**config.mk**
```make
export PLATFORM = sky130hd
export DESIGN_NAME = i2c_register_access_master
export DESIGN_NICKNAME = d
export VERILOG_FILES = /design/src/hdl/i2c_rac_pkg.sv /design/src/hdl/i2c_register_access_master.sv
export SDC_FILE = /design/constraint.sdc
export NUM_CORES = 1
export LEC_CHECK = 0
export CORE_AREA = 2 2 126 103
export CTS_BUF_LIST = sky130_fd_sc_hd__clkbuf_8
export DETAILED_ROUTE_END_ITERATION = 8
export DIE_AREA = 0 0 128 105
export DONT_BUFFER_PORTS = 1
export GPL_TIMING_DRIVEN = 0
export PLACE_DENSITY = 0.66
export SETUP_SLACK_MARGIN = 0.3
export SYNTH_ARGS = -nofsm -noshare
export SYNTH_HDL_FRONTEND = slang
export SYNTH_SLANG_ARGS = --single-unit
```
**constraint.sdc**
```tcl
create_clock -name clk -period 5.86 [get_ports clk]
set_input_delay 0 -clock clk [delete_from_list [all_inputs] [get_ports clk]]
set_output_delay 0 -clock clk [all_outputs]
set_load 0.005 [all_outputs]
```
**src/hdl/i2c_rac_pkg.sv**
```systemverilog
// Shared types and constants for the I2C register access master.
`timescale 1ns / 1ps

package i2c_rac_pkg;

  // Request function codes.
  localparam logic [1:0] FUNC_TICK  = 2'd0;
  localparam logic [1:0] FUNC_WRITE = 2'd1;
  localparam logic [1:0] FUNC_READ  = 2'd2;

  // Position within the transaction sequence.
  localparam logic [2:0] STEP_ADDR_W = 3'd0;
  localparam logic [2:0] STEP_REG    = 3'd1;
  localparam logic [2:0] STEP_DATA   = 3'd2;
  localparam logic [2:0] STEP_ADDR_R = 3'd3;
  localparam logic [2:0] STEP_RECV   = 3'd4;
  localparam logic [2:0] STEP_FINAL  = 3'd5;

  // Ticks per quarter-bit phase after reset.
  localparam logic [15:0] TICKS_PER_PHASE_RESET = 16'd150;

  // Index of the bit slot that carries the acknowledge.
  localparam logic [3:0] ACK_SLOT = 4'd8;

  typedef enum logic [4:0] {
    SEG_IDLE  = 5'b00001,
    SEG_START = 5'b00010,
    SEG_SEND  = 5'b00100,
    SEG_RECV  = 5'b01000,
    SEG_STOP  = 5'b10000
  } seg_t;

  typedef struct packed {
    logic [1:0] func;
    logic [6:0] dev_addr;
    logic [7:0] reg_addr;
    logic [7:0] wdata;
    logic       sda_in;
  } req_t;

  typedef struct packed {
    logic       scl_level;
    logic       sda_level;
    logic       busy_res;
    logic       done_res;
    logic       status;
    logic [7:0] rdata;
  } res_t;

endpackage

```
**src/hdl/i2c_register_access_master.sv**
```systemverilog
// Top level of the I2C master that performs single-register writes and reads.
//
// Usage: every request on the in channel is either a tick, which carries the
// sampled SDA level and advances bit timing, or a start command for a write
// or a read of one register. A start command is ignored while a transaction
// is in progress, and a tick is ignored while idle. Each quarter of an SCL
// bit lasts ticks_per_phase ticks, set through cfg_we / cfg_wdata while no
// request is in flight; a value of zero acts as one.
// Every request produces exactly one result on the out channel: the SCL and
// SDA drive levels after that request, busy, a done pulse on the tick that
// completes the final stop, the acknowledge status and the last byte read.
// The result is registered: it shows right after the edge that accepts the request.
// Throughput is one request per cycle while the receiver keeps taking results,
// set by the single result register that follows the sequencer; the sequencer
// itself is updated in the same cycle as the request is taken.
// When the receiver stalls, the result register holds and in_ready drops
// only while that register is full and not being taken.
// Reset clears the sequencer to idle, both lines released high, status and
// read data zero, and ticks_per_phase back to 150. No result is pending.
`timescale 1ns / 1ps

module i2c_register_access_master
  import i2c_rac_pkg::*;
(
  input  logic        clk,
  input  logic        rst,
  input  logic        cfg_we,
  input  logic [15:0] cfg_wdata,
  input  logic        in_valid,
  output logic        in_ready,
  input  req_t        in_req,
  output logic        out_valid,
  input  logic        out_ready,
  output res_t        out_res
);

  // Configuration register.
  logic [15:0] ticks_per_phase;

  // Sequencer state.
  seg_t        seg, seg_next;
  logic [1:0]  quarter, quarter_next;
  logic [3:0]  bit_cnt, bit_cnt_next;
  logic [7:0]  shift_reg, shift_reg_next;
  logic [2:0]  byte_step, byte_step_next;
  logic [15:0] phase_timer, phase_timer_next;
  logic [6:0]  latched_addr, latched_addr_next;
  logic [7:0]  latched_reg, latched_reg_next;
  logic [7:0]  latched_data, latched_data_next;
  logic        is_read, is_read_next;
  logic        status_reg, status_reg_next;
  logic [7:0]  rx_byte, rx_byte_next;

  logic        accept;
  logic        busy;
  logic        done;
  logic [15:0] limit;
  logic [16:0] timer_inc;
  res_t        res_next;

  // A new request is taken whenever the result register is free or is being
  // emptied in this same cycle.
  assign in_ready = !out_valid || out_ready;
  assign accept   = in_valid && in_ready;
  assign busy     = (seg != SEG_IDLE);
  assign limit    = (ticks_per_phase == 16'd0) ? 16'd1 : ticks_per_phase;
  assign timer_inc = {1'b0, phase_timer} + 17'd1;

  always_comb begin
    seg_next          = seg;
    quarter_next      = quarter;
    bit_cnt_next      = bit_cnt;
    shift_reg_next    = shift_reg;
    byte_step_next    = byte_step;
    phase_timer_next  = phase_timer;
    latched_addr_next = latched_addr;
    latched_reg_next  = latched_reg;
    latched_data_next = latched_data;
    is_read_next      = is_read;
    status_reg_next   = status_reg;
    rx_byte_next      = rx_byte;
    done              = 1'b0;

    if (in_req.func == FUNC_TICK) begin
      if (busy) begin
        if (timer_inc >= {1'b0, limit}) begin
          phase_timer_next = 16'd0;
          // End of the current quarter-bit phase.
          unique case (seg)
            SEG_START: begin
              if (!quarter[1]) begin
                quarter_next = quarter + 2'd1;
              end else begin
                shift_reg_next = {latched_addr, (byte_step == STEP_ADDR_R)};
                bit_cnt_next   = 4'd0;
                seg_next       = SEG_SEND;
                quarter_next   = 2'd0;
              end
            end
            SEG_SEND: begin
              // The acknowledge is sampled while SCL is high.
              if (quarter == 2'd1 && bit_cnt == ACK_SLOT) begin
                shift_reg_next = {7'd0, in_req.sda_in};
              end
              if (quarter != 2'd3) begin
                quarter_next = quarter + 2'd1;
              end else if (bit_cnt != ACK_SLOT) begin
                shift_reg_next = {shift_reg[6:0], 1'b0};
                bit_cnt_next   = bit_cnt + 4'd1;
                quarter_next   = 2'd0;
              end else if (shift_reg[0]) begin
                // Target did not acknowledge: abort through a stop.
                status_reg_next = 1'b1;
                byte_step_next  = STEP_FINAL;
                seg_next        = SEG_STOP;
                quarter_next    = 2'd0;
              end else begin
                priority if (byte_step == STEP_ADDR_W) begin
                  byte_step_next = STEP_REG;
                  shift_reg_next = latched_reg;
                  bit_cnt_next   = 4'd0;
                  quarter_next   = 2'd0;
                end else if (byte_step == STEP_REG) begin
                  byte_step_next = STEP_DATA;
                  quarter_next   = 2'd0;
                  if (is_read) begin
                    seg_next = SEG_STOP;
                  end else begin
                    shift_reg_next = latched_data;
                    bit_cnt_next   = 4'd0;
                  end
                end else if (byte_step == STEP_ADDR_R) begin
                  byte_step_next = STEP_RECV;
                  shift_reg_next = 8'd0;
                  bit_cnt_next   = 4'd0;
                  seg_next       = SEG_RECV;
                  quarter_next   = 2'd0;
                end else begin
                  byte_step_next = STEP_FINAL;
                  seg_next       = SEG_STOP;
                  quarter_next   = 2'd0;
                end
              end
            end
            SEG_RECV: begin
              if (quarter == 2'd1 && bit_cnt != ACK_SLOT) begin
                shift_reg_next = {shift_reg[6:0], in_req.sda_in};
              end
              if (quarter != 2'd3) begin
                quarter_next = quarter + 2'd1;
              end else if (bit_cnt != ACK_SLOT) begin
                bit_cnt_next = bit_cnt + 4'd1;
                quarter_next = 2'd0;
              end else begin
                rx_byte_next   = shift_reg;
                byte_step_next = STEP_FINAL;
                seg_next       = SEG_STOP;
                quarter_next   = 2'd0;
              end
            end
            SEG_STOP: begin
              if (!quarter[1]) begin
                quarter_next = quarter + 2'd1;
              end else if (is_read && byte_step == STEP_DATA) begin
                // A stop, then a fresh start for the read half of a register read.
                byte_step_next = STEP_ADDR_R;
                seg_next       = SEG_START;
                quarter_next   = 2'd0;
              end else begin
                seg_next       = SEG_IDLE;
                quarter_next   = 2'd0;
                bit_cnt_next   = 4'd0;
                byte_step_next = STEP_ADDR_W;
                done           = 1'b1;
              end
            end
            default: begin
              seg_next     = SEG_IDLE;
              quarter_next = 2'd0;
            end
          endcase
        end else begin
          phase_timer_next = timer_inc[15:0];
        end
      end
    end else if ((in_req.func == FUNC_WRITE || in_req.func == FUNC_READ) && !busy) begin
      latched_addr_next = in_req.dev_addr;
      latched_reg_next  = in_req.reg_addr;
      latched_data_next = in_req.wdata;
      is_read_next      = (in_req.func == FUNC_READ);
      status_reg_next   = 1'b0;
      byte_step_next    = STEP_ADDR_W;
      bit_cnt_next      = 4'd0;
      shift_reg_next    = 8'd0;
      phase_timer_next  = 16'd0;
      seg_next          = SEG_START;
      quarter_next      = 2'd0;
    end
  end

  // Line levels and status as they stand after this request.
  always_comb begin
    res_next.scl_level = 1'b1;
    res_next.sda_level = 1'b1;
    unique case (seg_next)
      SEG_START: begin
        res_next.scl_level = !quarter_next[1];
        res_next.sda_level = (quarter_next == 2'd0);
      end
      SEG_SEND: begin
        res_next.scl_level = (quarter_next == 2'd1 || quarter_next == 2'd2);
        res_next.sda_level = (bit_cnt_next != ACK_SLOT) ? shift_reg_next[7] : 1'b1;
      end
      SEG_RECV: begin
        res_next.scl_level = (quarter_next == 2'd1 || quarter_next == 2'd2);
      end
      SEG_STOP: begin
        res_next.scl_level = (quarter_next != 2'd0);
        res_next.sda_level = (quarter_next == 2'd2);
      end
      default: begin
        res_next.scl_level = 1'b1;
      end
    endcase
    res_next.busy_res = (seg_next != SEG_IDLE);
    res_next.done_res = done;
    res_next.status   = status_reg_next;
    res_next.rdata    = rx_byte_next;
  end

  always_ff @(posedge clk) begin
    if (rst) begin
      ticks_per_phase <= TICKS_PER_PHASE_RESET;
    end else if (cfg_we) begin
      ticks_per_phase <= cfg_wdata;
    end
  end

  always_ff @(posedge clk) begin
    if (rst) begin
      seg          <= SEG_IDLE;
      quarter      <= 2'd0;
      bit_cnt      <= 4'd0;
      shift_reg    <= 8'd0;
      byte_step    <= STEP_ADDR_W;
      phase_timer  <= 16'd0;
      latched_addr <= 7'd0;
      latched_reg  <= 8'd0;
      latched_data <= 8'd0;
      is_read      <= 1'b0;
      status_reg   <= 1'b0;
      rx_byte      <= 8'd0;
    end else if (accept) begin
      seg          <= seg_next;
      quarter      <= quarter_next;
      bit_cnt      <= bit_cnt_next;
      shift_reg    <= shift_reg_next;
      byte_step    <= byte_step_next;
      phase_timer  <= phase_timer_next;
      latched_addr <= latched_addr_next;
      latched_reg  <= latched_reg_next;
      latched_data <= latched_data_next;
      is_read      <= is_read_next;
      status_reg   <= status_reg_next;
      rx_byte      <= rx_byte_next;
    end
  end

  // Result register.
  always_ff @(posedge clk) begin
    if (rst) begin
      out_valid <= 1'b0;
    end else if (accept) begin
      out_valid <= 1'b1;
    end else if (out_ready) begin
      out_valid <= 1'b0;
    end
  end

  always_ff @(posedge clk) begin
    if (accept) begin
      out_res <= res_next;
    end
  end

  // A finished transaction is never reported as still busy.
  a_done_not_busy: assert property (@(posedge clk) disable iff (rst)
    out_valid && out_res.done_res |-> !out_res.busy_res)
    else $error("done reported while busy");

  // With no transaction in progress both lines are released.
  a_idle_released: assert property (@(posedge clk) disable iff (rst)
    out_valid && !out_res.busy_res |-> out_res.scl_level && out_res.sda_level)
    else $error("line driven low while idle");

  // The bit counter never passes the acknowledge slot.
  a_bit_cnt_range: assert property (@(posedge clk) disable iff (rst)
    bit_cnt <= ACK_SLOT)
    else $error("bit counter out of range");

  // A start command taken while idle opens with the first quarter of a start.
  a_start_opens: assert property (@(posedge clk) disable iff (rst)
    accept && seg == SEG_IDLE && (in_req.func == FUNC_WRITE || in_req.func == FUNC_READ)
    |=> seg == SEG_START && quarter == 2'd0 && out_res.busy_res)
    else $error("start command did not begin a start condition");

endmodule

```
=== Word-level counts from Yosys, hierarchy flattened ===
Cells that the tools add are included.

* Add/subtract/negate cells: 3
* Multiply operators: 0
* Div/mod/pow operators: 0
* Order comparisons: 1
* Eq/ne operators: 33
* Shifts and indexed selects: 0
* Multiplexer cells: 96
* Bitwise operators: 1
* Reduce and logical (&&, ||, !) cells: 26

{| class="wikitable"
|+ Operators by type and width
! cell !! count
|-
| $mux 8 || 20
|-
| $mux 16 || 5
|-
| $mux 5 || 15
|-
| $mux 4 || 16
|-
| $mux 3 || 12
|-
| $pmux 8 s3 || 1
|-
| $ne 3x3->1 const B || 7
|-
| $pmux 5 s4 || 1
|-
| $add 16x1->17 const B || 1
|-
| $ge 17x16->1 || 1
|-
| $logic_not 16->1 || 1
|-
| $mux 2 || 8
|-
| $pmux 4 s4 || 1
|-
| $mux 1 || 13
|-
| $eq 5x2->1 const B || 2
|-
| $eq 5x3->1 const B || 2
|-
| $eq 5x4->1 const B || 2
|-
| $eq 5x5->1 const B || 2
|-
| $ne 5x1->1 const B || 2
|-
| $reduce_and 10->1 || 1
|-
| $pmux 3 s3 || 1
|-
| $ne 4x1->1 const B || 2
|-
| $ne 4x4->1 const B || 2
|-
| $reduce_and 7->1 || 1
|-
| 21 further kinds || 41
|}

* Register bits: 101
* Bits in latches: 0
* Bits in writable memories: 0
* Bits in read-only memories: 0
* Bits of input ports: 47
* Output and inout port bits: 15
* Logic and storage cells: 181
* Memories kept: 0

=== Longest topological paths before layout ===
Gate-level depths: netlist (run 1).

* Word-level depth: 15
* Gate-level depth with buffers: 19
* Depth with buffers taken out: 18

=== Worst setup path before layout (run 1) ===
OpenSTA, ideal clock, no wires.

* Path type: flip-flop to flip-flop
* From: register phase_timer[2]
* To: register out_res[12] (netlist bit), data pin
* Arrival: 4.213 ns
* Data required time: 5.599 ns
* Path slack: 1.386 ns
* Stages on the path, launching flop included: 17
* Path buffers: 1
* Period minus slack after synthesis: 4.474 ns
* Cell sequence: dfxtp_1 > clkbuf_1 > nand3_1 > nor3_1 > nand3_1 > xnor2_1 > ha_1 > o21a_1 > o21ai_0 > a311o_2 > nand2_1 > o21ai_1 > nor2_1 > a31oi_1 > ha_1 > or4b_1 > a221o_1

{| class="wikitable"
|+ RTL lines
! item !! line !! RTL
|-
| start, declared || i2c_register_access_master.sv:46 || <nowiki>logic [15:0] phase_timer, phase_timer_next;</nowiki>
|-
| start signal, assigned || i2c_register_access_master.sv:259 || <nowiki>phase_timer <= phase_timer_next;</nowiki>
|-
| end signal, assigned || i2c_register_access_master.sv:282 || <nowiki>out_res <= res_next;</nowiki>
|-
| end, declared || i2c_register_access_master.sv:34 || <nowiki>output res_t out_res</nowiki>
|}

==> run_results.csv, run 1 <==
group,metric,value,unit
job,max-cap-violations,0,
detailed_routing,route.vias.total,5796,
detailed_routing,average_routed_wire_per_standard_cell,17.79,um
timing,hold_viol,0,
clock_tree,htreeDepth,3,
min_path,holdPathEnd,"latched_data[4]",
grt,grt_max_degree,23,
power_and_ir_drop,total_power,1.420,mW
detailed_routing,vias_per_cell,6.006,
finish,post-route-cell-area,0.006898,mm2
critical_path,critPathSlowestCell,"sky130_fd_sc_hd__o21ai_1",
timing,setup_slack,0.6309,ns
critical_path,type_of_the_worst_setup_path,"flip-flop to flip-flop",
yosys,yosysTopAreaCell,"sky130_fd_sc_hd__dfxtp_1",
timing,final_critical_path_time_including_i_o_delays_and_setup,5.229,ns
grt,grt_usage,0.2579,
power_and_ir_drop,leakage_power,2.636,nW
detailed_routing,drt_first_iter_violations,510,
detailed_routing,detail-route-antenna-nets,0,
clock_tree,clk_transition_reported_paths,0.10,ns
detailed_routing,dr.pass1.iters,5,
timing,fin_setup_tns,0,ns
detailed_routing,detailroute.wirelength.met3,1191,um
critical_path,critical_path.n_buffers_inverters,1,
finish,area_delta_synth_final,15.55,%
power_and_ir_drop,ir_drop,0.1060,mV
grt,grt_antenna_before_repair,0,
timing,slew-limit-headroom,0.4410,
placement,post-dp-hpwl,12420,um
yosys,postSynthCellCount,745,
yosys,synth.most_common_cell,"sky130_fd_sc_hd__nand2_1",
floorplan,die_h,105,um
critical_path,timing.critical_path.slowest_cell_delay,0.58,ns
yosys,ys_top_cells_by_area,"sky130_fd_sc_hd__dfxtp_1, sky130_fd_sc_hd__nand2_1, sky130_fd_sc_hd__edfxtp_1",
critical_path,crit-reg2reg-launch,"phase_timer[2]",
power_and_ir_drop,power.density,205.9,mW/mm2
yosys,ys.flop_type,"sky130_fd_sc_hd__dfxtp_1",
timing,worst-slew-pin-transition,0.8316,ns
timing,final.setup_skew,0.01221,ns
detailed_routing,route.layer.met1.wl,7934,um
clock_tree,cts_tree,"done",
min_path,worstHoldStart,"rst",
finish,diodes,0,
yosys,yosys_warnings,0,
critical_path,critical_path.top_delay_family,"compound AO/OA/AOI/OAI gates",
finish,final_layout_size_suffix_gt1_frac,0.06765,
floorplan,design.core.area,0.01207,mm2
yosys,synth-seq-area-share,0.3605,
clock_tree,clock_tree.buffer_depth,2,
critical_path,arrival,5.37,ns
run_status,run_status,"complete, no violations",
detailed_routing,routed_wirelength,17170,um
yosys,synth-edff-count,13,
placement,io_buf_count,0,
min_path,worstHoldPathCells,2,
critical_path,timing.reg2reg.worst_path_depth,16,
yosys,synthTopCellsByCount,"sky130_fd_sc_hd__nand2_1, sky130_fd_sc_hd__dfxtp_1, sky130_fd_sc_hd__nor2_1",
timing,grt_setup_unrepaired,"no",
floorplan,floorplan.rows,36,
finish,nNetsFinal,881,
timing,max_freq,0.1912,GHz
yosys,synthesis.nets,818,
clock_tree,cts_setup_buffers,0,
clock_tree,skew_pair_late_insertion_delay,0.40,ns
critical_path,worst_r2r_endpoint,"out_res[12]",
critical_path,cp_cell_sequence,"clkbuf_1, nand3_1, nor3_2, nand3_1, xnor2_1, ha_1, o21a_1, o21ai_0, a311o_2, nand2_1, o21ai_1, nor2_1, a31oi_1, ha_1, or4b_1, a221o_1",
clock_tree,cts-root-buf,"sky130_fd_sc_hd__clkbuf_8",
timing,fin_worst_hold_slack,0.01011,ns
critical_path,critical_path.max_fanout,8,
detailed_routing,topRoutingLayerUsed,"met4",
yosys,synth.avg_cell_area,8.013,um2
placement,gp_routability_congestion,0.9488,
placement,dp_slack,0.4802,ns
floorplan,top_level_ports,62,
placement,placement.cell_area,0.006160,mm2
timing,fin_crit_sh,0.8923,
finish,n_fill_cell,1116,
yosys,synth.top_cell.area_share,0.2951,
yosys,synthesis.area,0.005969,mm2
critical_path,timing.critical_path.from_type,"flip-flop",
floorplan,die-area,0.01344,mm2
clock_tree,tritoncts.num_buffers,9,
critical_path,critPathRequiredTime,6.00,ns
floorplan,fp.dieW,128,um
floorplan,initial_cell_density_of_the_core,0.4945,
min_path,worst_hold_path_type,"input port to flip-flop",
grt,vias_in_the_first_global_route,5537,
grt,gr-total-overflow,0,
timing,setup_violations,0,
critical_path,cp-end-kind,"flip-flop",
yosys,synth-async-reset-ratio,0,
finish,leading_registers_by_flop_count,"phase_timer: 16 flops, ticks_per_phase: 16 flops, out_res: 13 flops",
detailed_routing,drc,0,
grt,first_pass_grt_wire_length,27550,um
detailed_routing,wl_met2,7867,um
clock_tree,cts.sink_count,101,
yosys,synth.ff_latch_count,101,
timing,final-max-slew-violation-count,0,
yosys,yosys.cell_types.count,80,
critical_path,rrSetupSlack,0.63,ns
-- where the power goes --
group | switching (mW) | total [mW] | leakage [nW] | internal (mW)
clock | 0.250 | 0.489 | 0.114 | 0.239
combinational | 0.113 | 0.189 | 1.68 | 0.0757
sequential | 0.0187 | 0.743 | 0.839 | 0.724
total | 0.381 | 1.42 | 2.64 | 1.04
-- how the worst max path moves through the flow --
stage | from | to | cells after the start
global route | phase_timer[0] | out_res[12] | 17
floorplan | phase_timer[2] | out_res[12] | 16
global placement | phase_timer[2] | out_res[12] | 16
detailed placement | phase_timer[2] | out_res[12] | 16
finish | phase_timer[2] | out_res[12] | 16
CTS | phase_timer[2] | out_res[12] | 16
-- cell families (layout without fill, tap and decap cells) --
group	count (synthesis)	count (layout)	synth area share
AO/OA/AOI/OAI	206	206	0.2262
AND/OR/NAND/NOR	301	301	0.2406
XOR/XNOR	16	16	0.02348
buffers and inverters	73	141	0.05387
multiplexers	22	22	0.04087
adder cells (fa/ha/maj)	26	26	0.05450
flip-flops	101	101	0.3605
-- cell type report --
cell class                      count  area, um2  share of cell area
Buffer                             40      197.7             0.02866
Inverter                           33      123.9             0.01796
Timing Repair Buffer               52      520.5             0.07546
Clock buffer                        9      123.9             0.01796
Sequential cell                   101       2152              0.3120
Clock inverter                      7      88.84             0.01288
Multi-Input combinational cell    571       3501              0.5075
Tap cell                          152      190.2             0.02757
-- stage by stage --
step                        util  instances
after global placement    0.5103        897
after floorplan                -        745
after CTS                 0.5710        965
final                     0.5714        965
after global routing      0.5714        965
after detailed placement  0.5103        897
-- repair_timing --
item	4_1_cts	5_1_grt
gates resized for setup	0	1
endpoints found under the setup margin	0	2
endpoints found under the hold margin	42	0
hold buffers	52	0
-- cell usage in the layout (no fill, tap or decap), drive strengths merged, types with 14 or more instances in the layout --
| master | n |
|---|---|
| inv | 36 |
| dfxtp | 88 |
| dlygate4sd3 | 52 |
| nor2 | 87 |
| nand3 | 24 |
| nor3 | 14 |
| o21ai | 36 |
| a21oi | 73 |
| nand2 | 114 |
| clkbuf | 44 |
| ha | 26 |
| a22oi | 24 |
-- metal layers --
metal	vias up	global-route usage
li1	2790	-
met1	2743	0.3467
met2	241	0.4114
met3	22	0.06810
met4	0	0.06593
met5	-	0
(Power assumes the default switching activity.)
==> run 2, diff against run 1 <==
CELL_PAD_IN_SITES_DETAIL_PLACEMENT = 1   (was unset)
CELL_PAD_IN_SITES_GLOBAL_PLACEMENT = 2   (was unset)
CORE_AREA = 2 2 142 116   (was 2 2 126 103)
DIE_AREA = 0 0 144 118   (was 0 0 128 105)
PLACE_DENSITY = 0.82   (was 0.66)
==> run_results.csv, run 2 (synthesis results as in run 1) <==
group,metric,value,unit
run_status,run_status,"complete, no violations",
critical_path,critPathSlowestCell,"sky130_fd_sc_hd__or4b_1",
clock_tree,skew_pair_late_insertion_delay,0.41,ns
clock_tree,htreeDepth,3,
clock_tree,clk_transition_reported_paths,0.11,ns
floorplan,initial_cell_density_of_the_core,0.3840,
finish,post-route-cell-area,0.006940,mm2
finish,n_fill_cell,1925,
timing,setup_violations,0,
finish,diodes,0,
critical_path,timing.critical_path.from_type,"flip-flop",
detailed_routing,dr.pass1.iters,6,
placement,gp_routability_congestion,0.9382,
timing,fin_worst_hold_slack,0.01410,ns
timing,fin_setup_tns,0,ns
grt,grt_antenna_before_repair,0,
finish,leading_registers_by_flop_count,"phase_timer: 16 flops, ticks_per_phase: 16 flops, out_res: 13 flops",
clock_tree,cts_tree,"done",
job,max-cap-violations,0,
critical_path,critPathRequiredTime,6.03,ns
timing,final.setup_skew,0.01453,ns
finish,final_layout_size_suffix_gt1_frac,0.07266,
clock_tree,cts.sink_count,101,
timing,fin_crit_sh,0.8756,
finish,nNetsFinal,880,
critical_path,cp_cell_sequence,"clkbuf_1, nand3_1, nor3_2, nand3_1, xnor2_1, ha_1, o21a_1, o21ai_0, a311o_2, nand2_1, o21ai_2, nor2_1, a31oi_1, ha_1, or4b_1, a221o_1",
clock_tree,cts-root-buf,"sky130_fd_sc_hd__clkbuf_8",
critical_path,cp-end-kind,"flip-flop",
floorplan,top_level_ports,62,
detailed_routing,route.vias.total,5852,
detailed_routing,drc,0,
power_and_ir_drop,ir_drop,0.1017,mV
grt,gr-total-overflow,0,
grt,grt_max_degree,23,
placement,io_buf_count,0,
timing,final-max-slew-violation-count,0,
detailed_routing,average_routed_wire_per_standard_cell,19.34,um
floorplan,floorplan.rows,41,
detailed_routing,drt_first_iter_violations,371,
floorplan,fp.dieW,144,um
finish,finalNonFillerCells,1027,
floorplan,design.core.area,0.01554,mm2
timing,max_freq,0.1949,GHz
finish,multiInputGateArea,0.003505,mm2
critical_path,critical_path.max_fanout,8,
timing,setup_slack,0.7292,ns
timing,grt_setup_unrepaired,"no",
finish,most-common-layout-cells,"sky130_fd_sc_hd__nand2_1, sky130_fd_sc_hd__dfxtp_1, sky130_fd_sc_hd__nor2_1",
detailed_routing,vias_per_cell,5.698,
grt,first_pass_grt_wire_length,31750,um
placement,post-dp-hpwl,14340,um
finish,postLayoutCoreUtil,0.4465,
clock_tree,cts_setup_buffers,0,
timing,worst-slew-pin-transition,0.8997,ns
detailed_routing,routed_wirelength,19860,um
grt,grt_usage,0.2393,
power_and_ir_drop,leakage_power,2.600,nW
finish,layout.cells.most_common,"sky130_fd_sc_hd__nand2_1",
floorplan,die-area,0.01699,mm2
min_path,worst_hold_path_type,"input port to flip-flop",
grt,vias_in_the_first_global_route,5976,
timing,final_critical_path_time_including_i_o_delays_and_setup,5.131,ns
placement,placement.cell_area,0.006238,mm2
power_and_ir_drop,total_power,1.380,mW
clock_tree,tritoncts.num_buffers,9,
floorplan,die_h,118,um
placement,dpl.cell_count,960,
power_and_ir_drop,power.density,198.8,mW/mm2
finish,area_delta_synth_final,16.26,%
critical_path,timing.critical_path.slowest_cell_delay,0.51,ns
timing,slew-limit-headroom,0.3921,
critical_path,arrival,5.30,ns
clock_tree,clock_tree.buffer_depth,2,
detailed_routing,detail-route-antenna-nets,0,
critical_path,type_of_the_worst_setup_path,"flip-flop to flip-flop",
timing,hold_viol,0,
placement,dp_slack,0.3050,ns
finish,ff_latch_area,0.002152,mm2
[run 2: cell type report]
cell class                      count  share of cell area
Sequential cell                   101              0.3101
Clock inverter                      7            0.008473
Buffer                             40             0.02848
Multi-Input combinational cell    571              0.5050
Timing Repair Buffer               51             0.07355
Tap cell                          215             0.03876
Inverter                           33             0.01785
Clock buffer                        9             0.01785
[run 2: what timing repair did]
| item | 4_1_cts | 5_1_grt |
|---|---|---|
| hold buffers | 51 | 0 |
| resized for setup | 1 | 1 |
| gates cloned | 0 | 0 |
| setup endpoints to repair | 1 | 1 |
| endpoints found under the hold margin | 42 | 0 |
[run 2: worst max-delay path: cells and delay by family (launching register included)]
family | cells | cell delay [ns]
AND/OR/NAND/NOR | 6 | 1.71
XOR/XNOR | 1 | 0.19
AO/OA/AOI/OAI | 6 | 1.74
adder cells (fa/ha/maj) | 2 | 0.65
flip-flops | 1 | 0.32
buffers and inverters | 1 | 0.29
[run 2: routing by layer]
metal	vias up	wire, um	share of wire	global-route usage
met1	2878	9147	0.46	0.3130
met3	34	777	0.039	0.04597
li1	2787	-	-	-
met4	0	448	0.023	0.08150
met5	-	0	0	0
met2	153	9486	0.48	0.3935
[run 2: final timing paths]
kind                  start           to  slack (ns)  cells past startpoint
min reg2reg      rx_byte[0]   rx_byte[0]        0.46                      2
max          phase_timer[2]  out_res[12]        0.73                     16
min              in_req[24]      is_read        0.01                      4
max reg2reg  phase_timer[2]  out_res[12]        0.73                     16
[run 2: power by group]
part | internal [mW] | total [mW] | switching [mW]
Combinational | 0.0756 | 0.194 | 0.119
Clock | 0.161 | 0.442 | 0.281
Sequential | 0.724 | 0.743 | 0.0188
Total | 0.961 | 1.38 | 0.419
==> run 3, diff against run 2 <==
PLACE_DENSITY = unset   (was 0.82)
PLACE_DENSITY_LB_ADDON = 0.1   (was unset)
==> run_results.csv, run 3 (synthesis results as in run 1) <==
group,metric,value,unit
finish,final_layout_size_suffix_gt1_frac,0.07275,
power_and_ir_drop,leakage_power,2.598,nW
clock_tree,clk_transition_reported_paths,0.11,ns
detailed_routing,detail-route-antenna-nets,0,
critical_path,timing.critical_path.from_type,"flip-flop",
timing,slew-limit-headroom,0.4163,
job,max-cap-violations,0,
grt,gr-total-overflow,0,
power_and_ir_drop,total_power,1.381,mW
timing,grt_setup_unrepaired,"no",
floorplan,floorplan.rows,41,
floorplan,design.core.area,0.01554,mm2
timing,worst-slew-pin-transition,0.8638,ns
clock_tree,skew_pair_late_insertion_delay,0.40,ns
clock_tree,htreeDepth,3,
floorplan,top_level_ports,62,
floorplan,initial_cell_density_of_the_core,0.3840,
timing,final.setup_skew,0.01448,ns
detailed_routing,routed_wirelength,20160,um
placement,post-dp-hpwl,14690,um
finish,leading_registers_by_flop_count,"phase_timer: 16 flops, ticks_per_phase: 16 flops, out_res: 13 flops",
grt,grt_max_degree,23,
timing,setup_violations,0,
finish,nNetsFinal,879,
clock_tree,clock_tree.buffer_depth,2,
finish,post-route-cell-area,0.006943,mm2
clock_tree,cts-root-buf,"sky130_fd_sc_hd__clkbuf_8",
clock_tree,cts.sink_count,101,
floorplan,fp.dieW,144,um
detailed_routing,drt_first_iter_violations,371,
grt,grt_usage,0.2405,
detailed_routing,route.vias.total,5795,
detailed_routing,dr.pass1.iters,5,
grt,vias_in_the_first_global_route,5884,
finish,layout.cells.most_common,"sky130_fd_sc_hd__nand2_1",
timing,hold_viol,0,
placement,io_buf_count,0,
critical_path,cp-end-kind,"flip-flop",
grt,grt_antenna_before_repair,0,
floorplan,die_h,118,um
finish,diodes,0,
power_and_ir_drop,ir_drop,0.1017,mV
timing,final-max-slew-violation-count,0,
critical_path,arrival,5.33,ns
critical_path,critPathRequiredTime,6.03,ns
run_status,run_status,"complete, no violations",
finish,n_fill_cell,1905,
detailed_routing,drc,0,
timing,final_critical_path_time_including_i_o_delays_and_setup,5.169,ns
power_and_ir_drop,power.density,198.9,mW/mm2
timing,fin_setup_tns,0,ns
timing,max_freq,0.1935,GHz
critical_path,critical_path.max_fanout,7,
critical_path,type_of_the_worst_setup_path,"flip-flop to flip-flop",
finish,area_delta_synth_final,16.31,%
timing,fin_crit_sh,0.8821,
placement,gp_routability_congestion,0.9177,
grt,first_pass_grt_wire_length,31850,um
clock_tree,tritoncts.num_buffers,9,
clock_tree,cts_tree,"done",
detailed_routing,vias_per_cell,5.648,
critical_path,rrSetupSlack,0.69,ns
finish,most-common-layout-cells,"sky130_fd_sc_hd__nand2_1, sky130_fd_sc_hd__dfxtp_1, sky130_fd_sc_hd__nor2_1",
floorplan,die-area,0.01699,mm2
min_path,worst_hold_path_type,"input port to flip-flop",
finish,postLayoutCoreUtil,0.4467,
detailed_routing,average_routed_wire_per_standard_cell,19.65,um
placement,placement.cell_area,0.006238,mm2
-- run 3: cell count changes in the layout (fill, tap and decap cells not counted) --
cell,before,now
sky130_fd_sc_hd__a31oi_2,0,1
sky130_fd_sc_hd__o21ai_2,2,1
sky130_fd_sc_hd__o21ai_4,1,2
sky130_fd_sc_hd__a31oi_1,6,5
sky130_fd_sc_hd__clkinvlp_4,3,1
sky130_fd_sc_hd__inv_8,2,1
sky130_fd_sc_hd__inv_6,1,2
sky130_fd_sc_hd__clkinv_1,1,2
sky130_fd_sc_hd__clkinv_4,0,2
sky130_fd_sc_hd__dlygate4sd3_1,51,50
sky130_fd_sc_hd__clkinv_2,1,0
-- run 3: worst paths after layout --
kind             startpoint         endpoint  depth (start not counted)
max reg2reg  phase_timer[0]      out_res[12]                         16
min                     rst  latched_data[3]                          2
max          phase_timer[0]      out_res[12]                         16
min reg2reg      rx_byte[4]       rx_byte[4]                          2
-- run 3: layout make-up --
type	instances	area, um2	area share
clock buffers	9	123.9	0.01784
multi-input cells	571	3518	0.5068
inverters	33	123.9	0.01784
clock inverters	7	57.56	0.008290
repair buffers	50	500.5	0.07209
flip-flops and latches	101	2152	0.3100
plain buffers	40	197.7	0.02847
well taps	215	269.0	0.03875
-- run 3: routing by layer --
metal | wire length (um) | part of all wire | global-route usage | vias to the layer above
met5 | 0 | 0 | 0 | -
li1 | - | - | - | 2781
met1 | 9697 | 0.48 | 0.3337 | 2877
met2 | 9365 | 0.46 | 0.3854 | 114
met4 | 325 | 0.016 | 0.06127 | 0
met3 | 772 | 0.038 | 0.04272 | 23
-- run 3: worst max-delay path: stages (launching register included) --
cell                       delay [ns]
sky130_fd_sc_hd__dfxtp_1         0.43
sky130_fd_sc_hd__ha_1            0.18
sky130_fd_sc_hd__clkbuf_1        0.30
sky130_fd_sc_hd__nand3_1         0.18
sky130_fd_sc_hd__nor3_4          0.32
sky130_fd_sc_hd__nand3_1         0.14
sky130_fd_sc_hd__xnor2_1         0.17
sky130_fd_sc_hd__ha_1            0.31
sky130_fd_sc_hd__and4_1          0.24
sky130_fd_sc_hd__nand4_1         0.18
sky130_fd_sc_hd__a311o_2         0.43
sky130_fd_sc_hd__nand2_1         0.25
sky130_fd_sc_hd__o21ai_4         0.16
sky130_fd_sc_hd__a31oi_1         0.45
sky130_fd_sc_hd__ha_1            0.31
sky130_fd_sc_hd__or4b_1          0.53
sky130_fd_sc_hd__a221o_1         0.32
-- run 3: power breakdown --
group,leakage (nW),switching (mW),total (mW),internal (mW)
logic,1.67,0.119,0.194,0.0756
registers,0.839,0.0187,0.743,0.724
clock network,0.0898,0.283,0.444,0.161
total,2.60,0.421,1.38,0.961
-- run 3: through the flow --
stage,hold slack [ns],instances,setup WS (ns)
CTS,0.0006457,1026,0.4653
detailed placement,0.1403,960,0.2382
floorplan,0.1251,745,1.386
finish,0.005702,1026,0.6910
global route,0.05564,1026,0.3852
global placement,0.1328,960,0.3805
-- run 3: repair_timing --
action                     in CTS  in global routing
setup buffers                   0                  0
hold buffers                   50                  0
gates resized for setup         1                  3
hold endpoints to repair       42                  0
setup endpoints to repair       1                  1
